$ cat src/rtl/iiel_pkg.sv
// Shared types and constants for the indexed insert/erase list.
`timescale 1ns / 1ps

package iiel_pkg;

  localparam int DATA_W       = 32;
  localparam int POS_W        = 7;
  localparam int COUNT_W      = 7;
  localparam int CAPACITY_DEF = 64;

  typedef enum logic [1:0] {
    OP_INSERT = 2'd0,
    OP_ERASE  = 2'd1,
    OP_READ   = 2'd2,
    OP_CLEAR  = 2'd3
  } op_t;

  typedef enum logic [2:0] {
    ERR_OK          = 3'd0,
    ERR_INS_RANGE   = 3'd1,
    ERR_ERASE_EMPTY = 3'd2,
    ERR_ERASE_RANGE = 3'd3,
    ERR_READ_RANGE  = 3'd4,
    ERR_FULL        = 3'd5
  } err_t;

  // Read address source for the entry memory
  typedef enum logic [2:0] {
    RA_PREV  = 3'd0,
    RA_NEXT  = 3'd1,
    RA_FIRST = 3'd2,
    RA_LAST  = 3'd3,
    RA_POS   = 3'd4
  } raddr_sel_t;

  typedef struct packed {
    logic       item_load;
    logic       idx_load_fill;
    logic       idx_load_pos;
    logic       idx_inc;
    logic       idx_dec;
    logic       fill_inc;
    logic       fill_dec;
    logic       fill_clr;
    logic       ram_re;
    raddr_sel_t raddr_sel;
    logic       ram_we;
    logic       wr_new;
    logic       cap_front;
    logic       cap_back;
    logic       cap_rd;
    logic       out_load;
  } ctl_cmd_t;

  typedef struct packed {
    op_t  op;
    logic err_ok;
    logic idx_eq_pos;
    logic idx_ge_fill;
    logic out_free;
  } ctl_status_t;

endpackage

$ cat src/rtl/iiel_ram.sv
// Generic single-write, single-read RAM with registered read data.
`timescale 1ns / 1ps

module iiel_ram #(
  parameter int WIDTH = 32,
  parameter int DEPTH = 64
) (
  input  logic                     clk,
  input  logic                     we,
  input  logic [$clog2(DEPTH)-1:0] waddr,
  input  logic [WIDTH-1:0]         wdata,
  input  logic                     re,
  input  logic [$clog2(DEPTH)-1:0] raddr,
  output logic [WIDTH-1:0]         rdata
);

  logic [WIDTH-1:0] mem [DEPTH];

  always_ff @(posedge clk) begin
    if (we) begin
      mem[waddr] <= wdata;
    end
    if (re) begin
      rdata <= mem[raddr];
    end
  end

endmodule

$ cat src/rtl/iiel_ctrl.sv
// Sequencer for the list: shift loops, summary reads and result hand-off.
`timescale 1ns / 1ps

module iiel_ctrl (
  input  logic                  clk,
  input  logic                  rst,
  input  logic                  in_valid,
  output logic                  in_ready,
  input  iiel_pkg::ctl_status_t status,
  output iiel_pkg::ctl_cmd_t    cmd
);

  typedef enum logic [3:0] {
    S_IDLE,
    S_CHECK,
    S_RD,
    S_WR,
    S_PUT,
    S_Q0,
    S_Q1,
    S_Q2,
    S_Q3,
    S_OUT
  } state_t;

  state_t state;
  state_t state_next;
  logic   is_ins;

  assign is_ins   = (status.op == iiel_pkg::OP_INSERT);
  assign in_ready = (state == S_IDLE);

  always_comb begin
    cmd        = '0;
    cmd.raddr_sel = iiel_pkg::RA_FIRST;
    state_next = state;
    unique case (state)
      S_IDLE: begin
        if (in_valid) begin
          cmd.item_load = 1'b1;
          state_next    = S_CHECK;
        end
      end
      S_CHECK: begin
        state_next = S_Q0;
        if (status.err_ok) begin
          unique case (status.op)
            iiel_pkg::OP_INSERT: begin
              cmd.idx_load_fill = 1'b1;
              state_next        = S_RD;
            end
            iiel_pkg::OP_ERASE: begin
              cmd.idx_load_pos = 1'b1;
              cmd.fill_dec     = 1'b1;
              state_next       = S_RD;
            end
            iiel_pkg::OP_CLEAR: begin
              cmd.fill_clr = 1'b1;
            end
            default: begin
            end
          endcase
        end
      end
      S_RD: begin
        if (is_ins && status.idx_eq_pos) begin
          state_next = S_PUT;
        end else if (!is_ins && status.idx_ge_fill) begin
          state_next = S_Q0;
        end else begin
          cmd.ram_re    = 1'b1;
          cmd.raddr_sel = is_ins ? iiel_pkg::RA_PREV : iiel_pkg::RA_NEXT;
          state_next    = S_WR;
        end
      end
      S_WR: begin
        cmd.ram_we  = 1'b1;
        cmd.idx_dec = is_ins;
        cmd.idx_inc = !is_ins;
        state_next  = S_RD;
      end
      S_PUT: begin
        cmd.ram_we   = 1'b1;
        cmd.wr_new   = 1'b1;
        cmd.fill_inc = 1'b1;
        state_next   = S_Q0;
      end
      S_Q0: begin
        cmd.ram_re    = 1'b1;
        cmd.raddr_sel = iiel_pkg::RA_FIRST;
        state_next    = S_Q1;
      end
      S_Q1: begin
        cmd.cap_front = 1'b1;
        cmd.ram_re    = 1'b1;
        cmd.raddr_sel = iiel_pkg::RA_LAST;
        state_next    = S_Q2;
      end
      S_Q2: begin
        cmd.cap_back  = 1'b1;
        cmd.ram_re    = 1'b1;
        cmd.raddr_sel = iiel_pkg::RA_POS;
        state_next    = S_Q3;
      end
      S_Q3: begin
        cmd.cap_rd = 1'b1;
        state_next = S_OUT;
      end
      S_OUT: begin
        if (status.out_free) begin
          cmd.out_load = 1'b1;
          state_next   = S_IDLE;
        end
      end
      default: begin
        state_next = S_IDLE;
      end
    endcase
  end

  always_ff @(posedge clk) begin
    if (rst) begin
      state <= S_IDLE;
    end else begin
      state <= state_next;
    end
  end

endmodule

$ cat src/rtl/iiel_dpath.sv
// Datapath: item registers, fill count, shift index, entry memory, result register.
`timescale 1ns / 1ps

module iiel_dpath #(
  parameter int CAPACITY = iiel_pkg::CAPACITY_DEF
) (
  input  logic                                clk,
  input  logic                                rst,
  input  iiel_pkg::ctl_cmd_t                  cmd,
  output iiel_pkg::ctl_status_t               status,
  input  logic [1:0]                          opcode,
  input  logic [iiel_pkg::POS_W-1:0]          position,
  input  logic signed [iiel_pkg::DATA_W-1:0]  new_value,
  output logic                                out_valid,
  input  logic                                out_ready,
  output logic signed [iiel_pkg::DATA_W-1:0]  read_data,
  output logic [iiel_pkg::COUNT_W-1:0]        count,
  output logic signed [iiel_pkg::DATA_W-1:0]  front_value,
  output logic signed [iiel_pkg::DATA_W-1:0]  back_value,
  output logic                                is_empty,
  output logic [2:0]                          error_code
);

  localparam int AW = (CAPACITY > 1) ? $clog2(CAPACITY) : 1;
  localparam int CW = $clog2(CAPACITY + 1);
  localparam int PW = (CW > iiel_pkg::POS_W) ? CW : iiel_pkg::POS_W;
  localparam int DW = iiel_pkg::DATA_W;

  iiel_pkg::op_t              op_q;
  logic [iiel_pkg::POS_W-1:0] pos_q;
  logic [DW-1:0]              val_q;
  iiel_pkg::err_t             err_q;
  iiel_pkg::err_t             err_next;
  logic [CW-1:0]              fill;
  logic [CW-1:0]              idx;
  logic [DW-1:0]              front_q;
  logic [DW-1:0]              back_q;
  logic [DW-1:0]              rd_q;

  logic [AW-1:0]              ram_raddr;
  logic [AW-1:0]              ram_waddr;
  logic [DW-1:0]              ram_wdata;
  logic [DW-1:0]              ram_rdata;

  logic [PW-1:0]              in_pos_ext;
  logic [PW-1:0]              fill_ext;
  logic                       fill_zero;

  assign in_pos_ext = PW'(position);
  assign fill_ext   = PW'(fill);
  assign fill_zero  = (fill == '0);

  // Classify the incoming item against the current fill count
  always_comb begin
    err_next = iiel_pkg::ERR_OK;
    unique case (iiel_pkg::op_t'(opcode))
      iiel_pkg::OP_INSERT: begin
        if (in_pos_ext > fill_ext) begin
          err_next = iiel_pkg::ERR_INS_RANGE;
        end else if (fill >= CW'(CAPACITY)) begin
          err_next = iiel_pkg::ERR_FULL;
        end
      end
      iiel_pkg::OP_ERASE: begin
        if (fill_zero) begin
          err_next = iiel_pkg::ERR_ERASE_EMPTY;
        end else if (in_pos_ext >= fill_ext) begin
          err_next = iiel_pkg::ERR_ERASE_RANGE;
        end
      end
      iiel_pkg::OP_READ: begin
        if (in_pos_ext >= fill_ext) begin
          err_next = iiel_pkg::ERR_READ_RANGE;
        end
      end
      default: begin
        err_next = iiel_pkg::ERR_OK;
      end
    endcase
  end

  always_comb begin
    unique case (cmd.raddr_sel)
      iiel_pkg::RA_PREV:  ram_raddr = AW'(idx - CW'(1));
      iiel_pkg::RA_NEXT:  ram_raddr = AW'(idx + CW'(1));
      iiel_pkg::RA_FIRST: ram_raddr = '0;
      iiel_pkg::RA_LAST:  ram_raddr = AW'(fill - CW'(1));
      iiel_pkg::RA_POS:   ram_raddr = AW'(pos_q);
      default:            ram_raddr = '0;
    endcase
  end

  assign ram_waddr = cmd.wr_new ? AW'(pos_q) : AW'(idx);
  assign ram_wdata = cmd.wr_new ? val_q : ram_rdata;

  iiel_ram #(
    .WIDTH (DW),
    .DEPTH (CAPACITY)
  ) u_ram (
    .clk   (clk),
    .we    (cmd.ram_we),
    .waddr (ram_waddr),
    .wdata (ram_wdata),
    .re    (cmd.ram_re),
    .raddr (ram_raddr),
    .rdata (ram_rdata)
  );

  assign status.op          = op_q;
  assign status.err_ok      = (err_q == iiel_pkg::ERR_OK);
  assign status.idx_eq_pos  = (PW'(idx) == PW'(pos_q));
  assign status.idx_ge_fill = (idx >= fill);
  assign status.out_free    = !out_valid || out_ready;

  // Item, shift index, capture and output registers
  always_ff @(posedge clk) begin
    if (cmd.item_load) begin
      op_q  <= iiel_pkg::op_t'(opcode);
      pos_q <= position;
      val_q <= new_value;
      err_q <= err_next;
    end
    if (cmd.idx_load_fill) begin
      idx <= fill;
    end else if (cmd.idx_load_pos) begin
      idx <= CW'(pos_q);
    end else if (cmd.idx_inc) begin
      idx <= idx + CW'(1);
    end else if (cmd.idx_dec) begin
      idx <= idx - CW'(1);
    end
    if (cmd.cap_front) begin
      front_q <= ram_rdata;
    end
    if (cmd.cap_back) begin
      back_q <= ram_rdata;
    end
    if (cmd.cap_rd) begin
      rd_q <= ram_rdata;
    end
    if (cmd.out_load) begin
      read_data   <= (op_q == iiel_pkg::OP_READ && err_q == iiel_pkg::ERR_OK) ? rd_q : '0;
      count       <= iiel_pkg::COUNT_W'(fill);
      front_value <= fill_zero ? '0 : front_q;
      back_value  <= fill_zero ? '0 : back_q;
      is_empty    <= fill_zero;
      error_code  <= err_q;
    end
  end

  // Control state: fill count and result valid
  always_ff @(posedge clk) begin
    if (rst) begin
      fill      <= '0;
      out_valid <= 1'b0;
    end else begin
      if (cmd.fill_clr) begin
        fill <= '0;
      end else if (cmd.fill_inc) begin
        fill <= fill + CW'(1);
      end else if (cmd.fill_dec) begin
        fill <= fill - CW'(1);
      end
      if (cmd.out_load) begin
        out_valid <= 1'b1;
      end else if (out_ready) begin
        out_valid <= 1'b0;
      end
    end
  end

  a_fill_bound: assert property (@(posedge clk) disable iff (rst)
    fill <= CW'(CAPACITY))
    else $error("fill count exceeds capacity");

  a_load_sets_valid: assert property (@(posedge clk) disable iff (rst)
    cmd.out_load |=> out_valid)
    else $error("result load did not raise out_valid");

  a_grow_only_on_good_insert: assert property (@(posedge clk) disable iff (rst)
    cmd.fill_inc |-> (op_q == iiel_pkg::OP_INSERT && err_q == iiel_pkg::ERR_OK))
    else $error("fill grew outside a good insert");

  a_shrink_not_empty: assert property (@(posedge clk) disable iff (rst)
    cmd.fill_dec |-> !fill_zero)
    else $error("fill shrank below zero");

endmodule

$ cat src/rtl/indexed_insert_erase_list_core.sv
// Top level of the indexed insert/erase list of signed 32-bit words.
`timescale 1ns / 1ps

// Usage:
//   Input channel (in_valid/in_ready) carries opcode, position and new_value.
//   Output channel (out_valid/out_ready) carries one result item per input
//   item: read_data, count, front_value, back_value, is_empty, error_code.
//   Entries live in a single-port-write, single-port-read RAM of CAPACITY words.
//   An insert shifts the entries from position p to the end up by one and
//   then writes new_value at p; an erase moves the entries after p down by one.
//   Each moved entry costs one RAM read and one RAM write; after the shift loop,
//   front, back and read data are fetched one per cycle from the single read
//   port. Read, clear and refused items skip the shift loop.
//   One item is in work at a time; in_ready is high while the sequencer idles,
//   including while a finished result still waits in the output register.
//   The next item is taken the cycle after a result loads. If the receiver stalls,
//   the finished result holds and the sequencer waits with the next result until
//   the output register frees up.
//   Reset (rst, synchronous) empties the list and drops any pending result;
//   entry contents are left as they are and stale entries never reach the outputs.
module indexed_insert_erase_list_core #(
  parameter int CAPACITY = iiel_pkg::CAPACITY_DEF
) (
  input  logic                                clk,
  input  logic                                rst,
  input  logic                                in_valid,
  output logic                                in_ready,
  input  logic [1:0]                          opcode,
  input  logic [iiel_pkg::POS_W-1:0]          position,
  input  logic signed [iiel_pkg::DATA_W-1:0]  new_value,
  output logic                                out_valid,
  input  logic                                out_ready,
  output logic signed [iiel_pkg::DATA_W-1:0]  read_data,
  output logic [iiel_pkg::COUNT_W-1:0]        count,
  output logic signed [iiel_pkg::DATA_W-1:0]  front_value,
  output logic signed [iiel_pkg::DATA_W-1:0]  back_value,
  output logic                                is_empty,
  output logic [2:0]                          error_code
);

  // Command and status between the sequencer and the datapath
  iiel_pkg::ctl_cmd_t    cmd;
  iiel_pkg::ctl_status_t status;

  // Sequencer: accept, shift loop, summary reads, hand the result over
  iiel_ctrl u_ctrl (
    .clk      (clk),
    .rst      (rst),
    .in_valid (in_valid),
    .in_ready (in_ready),
    .status   (status),
    .cmd      (cmd)
  );

  // Datapath: item registers, fill count, entry memory, output register
  iiel_dpath #(
    .CAPACITY (CAPACITY)
  ) u_dpath (
    .clk         (clk),
    .rst         (rst),
    .cmd         (cmd),
    .status      (status),
    .opcode      (opcode),
    .position    (position),
    .new_value   (new_value),
    .out_valid   (out_valid),
    .out_ready   (out_ready),
    .read_data   (read_data),
    .count       (count),
    .front_value (front_value),
    .back_value  (back_value),
    .is_empty    (is_empty),
    .error_code  (error_code)
  );

endmodule

$ cat config.mk
export PLATFORM = sky130hd
export DESIGN_NAME = indexed_insert_erase_list_core
export DESIGN_NICKNAME = d
export VERILOG_FILES = /design/src/rtl/iiel_pkg.sv /design/src/rtl/iiel_ram.sv /design/src/rtl/iiel_ctrl.sv /design/src/rtl/iiel_dpath.sv /design/src/rtl/indexed_insert_erase_list_core.sv
export SDC_FILE = /design/constraint.sdc
export NUM_CORES = 2
export LEC_CHECK = 0
export BUFFER_PORTS_ARGS = -buffer_cell sky130_fd_sc_hd__buf_2
export CAP_MARGIN = 20
export CORE_UTILIZATION = 50
export DETAILED_ROUTE_END_ITERATION = 10
export PLACE_DENSITY_LB_ADDON = 0.1
export SLEW_MARGIN = 20
export SYNTH_ARGS = -nofsm -noshare
export SYNTH_HDL_FRONTEND = slang
export SYNTH_SLANG_ARGS = --single-unit
$ cat constraint.sdc
create_clock -name clk -period 13.6 [get_ports clk]
set_clock_uncertainty 0.05 [all_clocks]
set_input_delay 4.08 -clock clk [delete_from_list [all_inputs] [get_ports clk]]
set_output_delay 4.08 -clock clk [all_outputs]
set_load 0.05 [all_outputs]
==> metrics.yaml <==
outcome: "finished, final reports clean"
drt-vias-per-instance: 6.17
finalHoldViolations: 0
dieArea_um2: 184000
criticalPathCategory: "reg -> reg"
async_reset_ff_share_pct: 0
crit_path_cell_trace: "inv_1 > ha_1 > nand2b_1 > a2111oi_0 > o21ai_1 > buf_4 > o31ai_1 > a211o_4 > buf_12 > buf_12 > buf_12 > mux2i_1 > o22ai_1 > nor4_1 > or4_1 > nand4_1"
worst_pin_slew_ps: 1230
drc: 0
grt.total_usage_pct: 29.2
cts_resized: 0
postCtsHoldBufs: 0
antenna_found_initial: 15
final_max_slew_viol_count: 0
ys_seq_area_share_pct: 77.2
grt_pass1_vias: 51427
die_y_um: 429
wl_um: 272000
ys_warn_count: 0
worstSetupStartpointType: "flip-flop"
ys_seq_elements: 2346
cts_max_level: 4
slowest_stage: "buf_12"
synth-compound-area-share_pct: 4.86
ctsRootBufferMaster: "clkbuf_16"
path_common_cell: "buf_12"
num_vias: 54791
synth_mux_area_share_pct: 4.39
clkTransAtPathRegs_ps: 70
drt_pre_antenna_iters: 6
synthToLayoutAreaGrowth_pct: 12.2
fmax_mhz: 147
p_per_area_nw_per_um2: 173
die_w_um: 429
io_buffers: 153
rows: 156
synth-simple-area-share_pct: 11.1
synth_edf_count: 2334
worstSetupEndpointType: "flip-flop"
drtIter0Drc: 7437
drive_gt1_share_pct: 11.6
synth_top_cell_by_area: "edfxtp_1"
syn-num-nets: 6185
layout.nets: 6378
path_max_fanout: 134
numCtsBuffers: 233
fin_crit_sh_pct: 50.0
crit_path_max_incr_delay_ps: 690
clk_path_buf_depth: 3
synthTopCellsByArea: "edfxtp_1, nand2_1, mux2i_1"
synth_top_area_share_pct: 76.9
core_um2: 181000
timing.final.ws_setup_ps: 6800
avgSynthCellArea_um2: 14.9
gp_congestion: 0.865
relSlewSlack_pct: 18.0
overflow: 0
numClockSinks: 2346
arrival_ps: 7360
initial_core_util_pct: 50.3
yosys_most_used_dff: "edfxtp_1"
grt_max_degree: 179
fin_tns_setup_ps: 0
leakage_nw: 33.0
synth.most_common_cell: "edfxtp_1"
synth_xor_area_share_pct: 0.202
setup_violations: 0
dp_hpwl_um: 146000
post_drt_wl_per_cell_um: 30.6
synth_cell_type_count: 72
clk_latency_ps: 900
final_antenna_net_count: 0
hp-class: "reg -> reg"
cts_tree: "yes"
synth_fa_ha_area_share_pct: 0.261
pre_cts_ws_ps: 6890
grt_pass1_wl_um: 384000
drv_cap: 0
synth_area_um2: 91100
ir_drop_v: 0.000181
io_pins: 154
cts_setup_buffers: 0
grt_setup_unrepaired: "false"
ys_top_cells_by_count: "edfxtp_1, nand2_1, nand3_1"
synth_top_family_by_area: "simple AND/OR/NAND/NOR gates"
synth_cells: 6121
worst_ep_required_time_ps: 14160
period_needed_ps: 6800
[stage by stage]
step	instances	total power (W)	area, µm²	hold slack [ps]	util [%]
after floorplan	6121	0.0105	91100	356	-
after global placement	8445	0.0117	95100	428	52.5
after detailed placement	8447	0.0117	95100	418	52.6
after CTS	8867	0.0177	102000	445	56.4
after global routing	8869	0.0181	102000	471	56.5
final	8874	0.0177	102000	446	56.5
[path summary, 6_finish.rpt]
path / start / end / slack [ps] / depth (start not counted)
hold / removal: u_dpath.err_q[0] / u_dpath.error_code[0] / 450 / 0
setup / recovery: u_dpath.idx[0] / u_dpath.u_ram.rdata[24] / 6800 / 16
hold reg to reg: u_dpath.err_q[0] / u_dpath.error_code[0] / 450 / 0
setup reg to reg: u_dpath.idx[0] / u_dpath.u_ram.rdata[24] / 6800 / 16
[cells in the final DEF (no fill, tap or decap), types with 13 or more instances in the layout]
cell	n
a21oi_1	185
a221oi_1	16
a311oi_1	16
a31oi_1	101
a32oi_1	62
and2_1	97
and3_1	32
buf_2	155
buf_4	153
clkbuf_1	72
clkbuf_16	234
clkinv_1	61
clkinv_2	27
edfxtp_1	2334
ha_1	19
inv_1	21
mux2_2	35
mux2i_1	352
nand2_1	1368
nand2b_1	15
nand3_1	387
nand4_1	120
nor2_1	38
nor2_4	70
nor3_1	15
nor4_1	52
o21ai_0	66
o22ai_1	151
o31ai_1	13
or3_1	18
or4_1	17
xnor2_1	21
[worst max-delay path, delay by kind of cell, from the launching register on]
family / cells / cell delay, ps
mux: 1 / 290
fa+ha+maj: 1 / 300
flops: 1 / 530
compound gates: 5 / 1730
buf+inv: 5 / 2100
simple gates: 4 / 1080
[kinds of logic (layout without fill, tap and decap cells)]
| kind of cell | Yosys count | after routing |
|---|---|---|
| other cells | 0 | 5 |
| flops | 2346 | 2346 |
| buf+inv | 381 | 759 |
| compound gates | 690 | 690 |
| fa+ha+maj | 19 | 19 |
| mux | 391 | 391 |
| xor+xnor | 21 | 21 |
| simple gates | 2273 | 2273 |
[cell type report]
cell class / count / area, µm²
diodes: 5 / 12.5
clock buffers: 306 / 6130
clock inverters: 114 / 908
fillers: 14194 / 78700
inverters: 21 / 78.8
multi-input cells: 3394 / 19700
flip-flops and latches: 2346 / 70300
well taps: 2370 / 2970
repair buffers: 318 / 2130
[power breakdown]
group | internal [W] | switching (W) | total, W
Clock | 0.00331 | 0.00272 | 0.00603
Combinational | 0.000443 | 0.00198 | 0.00242
Sequential | 0.00902 | 0.000191 | 0.00921
[flip-flops by register name (all words and copies together) (netlist names), 3 cells and up]
register / flops
u_dpath.u_ram.mem: 2048
u_dpath.back_q: 32
u_dpath.back_value: 32
u_dpath.front_q: 32
u_dpath.front_value: 32
u_dpath.rd_q: 32
u_dpath.read_data: 32
u_dpath.u_ram.rdata: 32
u_dpath.val_q: 32
u_dpath.count: 7
u_dpath.fill: 7
u_dpath.idx: 7
u_dpath.pos_q: 7
u_ctrl.state: 4
u_dpath.err_q: 3
u_dpath.error_code: 3
[layer usage]
metal | vias to the layer above | part of all wire, % | global-route usage (%)
li1 | 23575 | - | -
met3 | 400 | 9.3 | 5.17
met5 | - | 0.0099 | 0
met2 | 2832 | 46 | 45.1
met4 | 4 | 3.4 | 9.92
met1 | 27980 | 41 | 42.2
No activity file was read; power rests on OpenSTA's default activity.
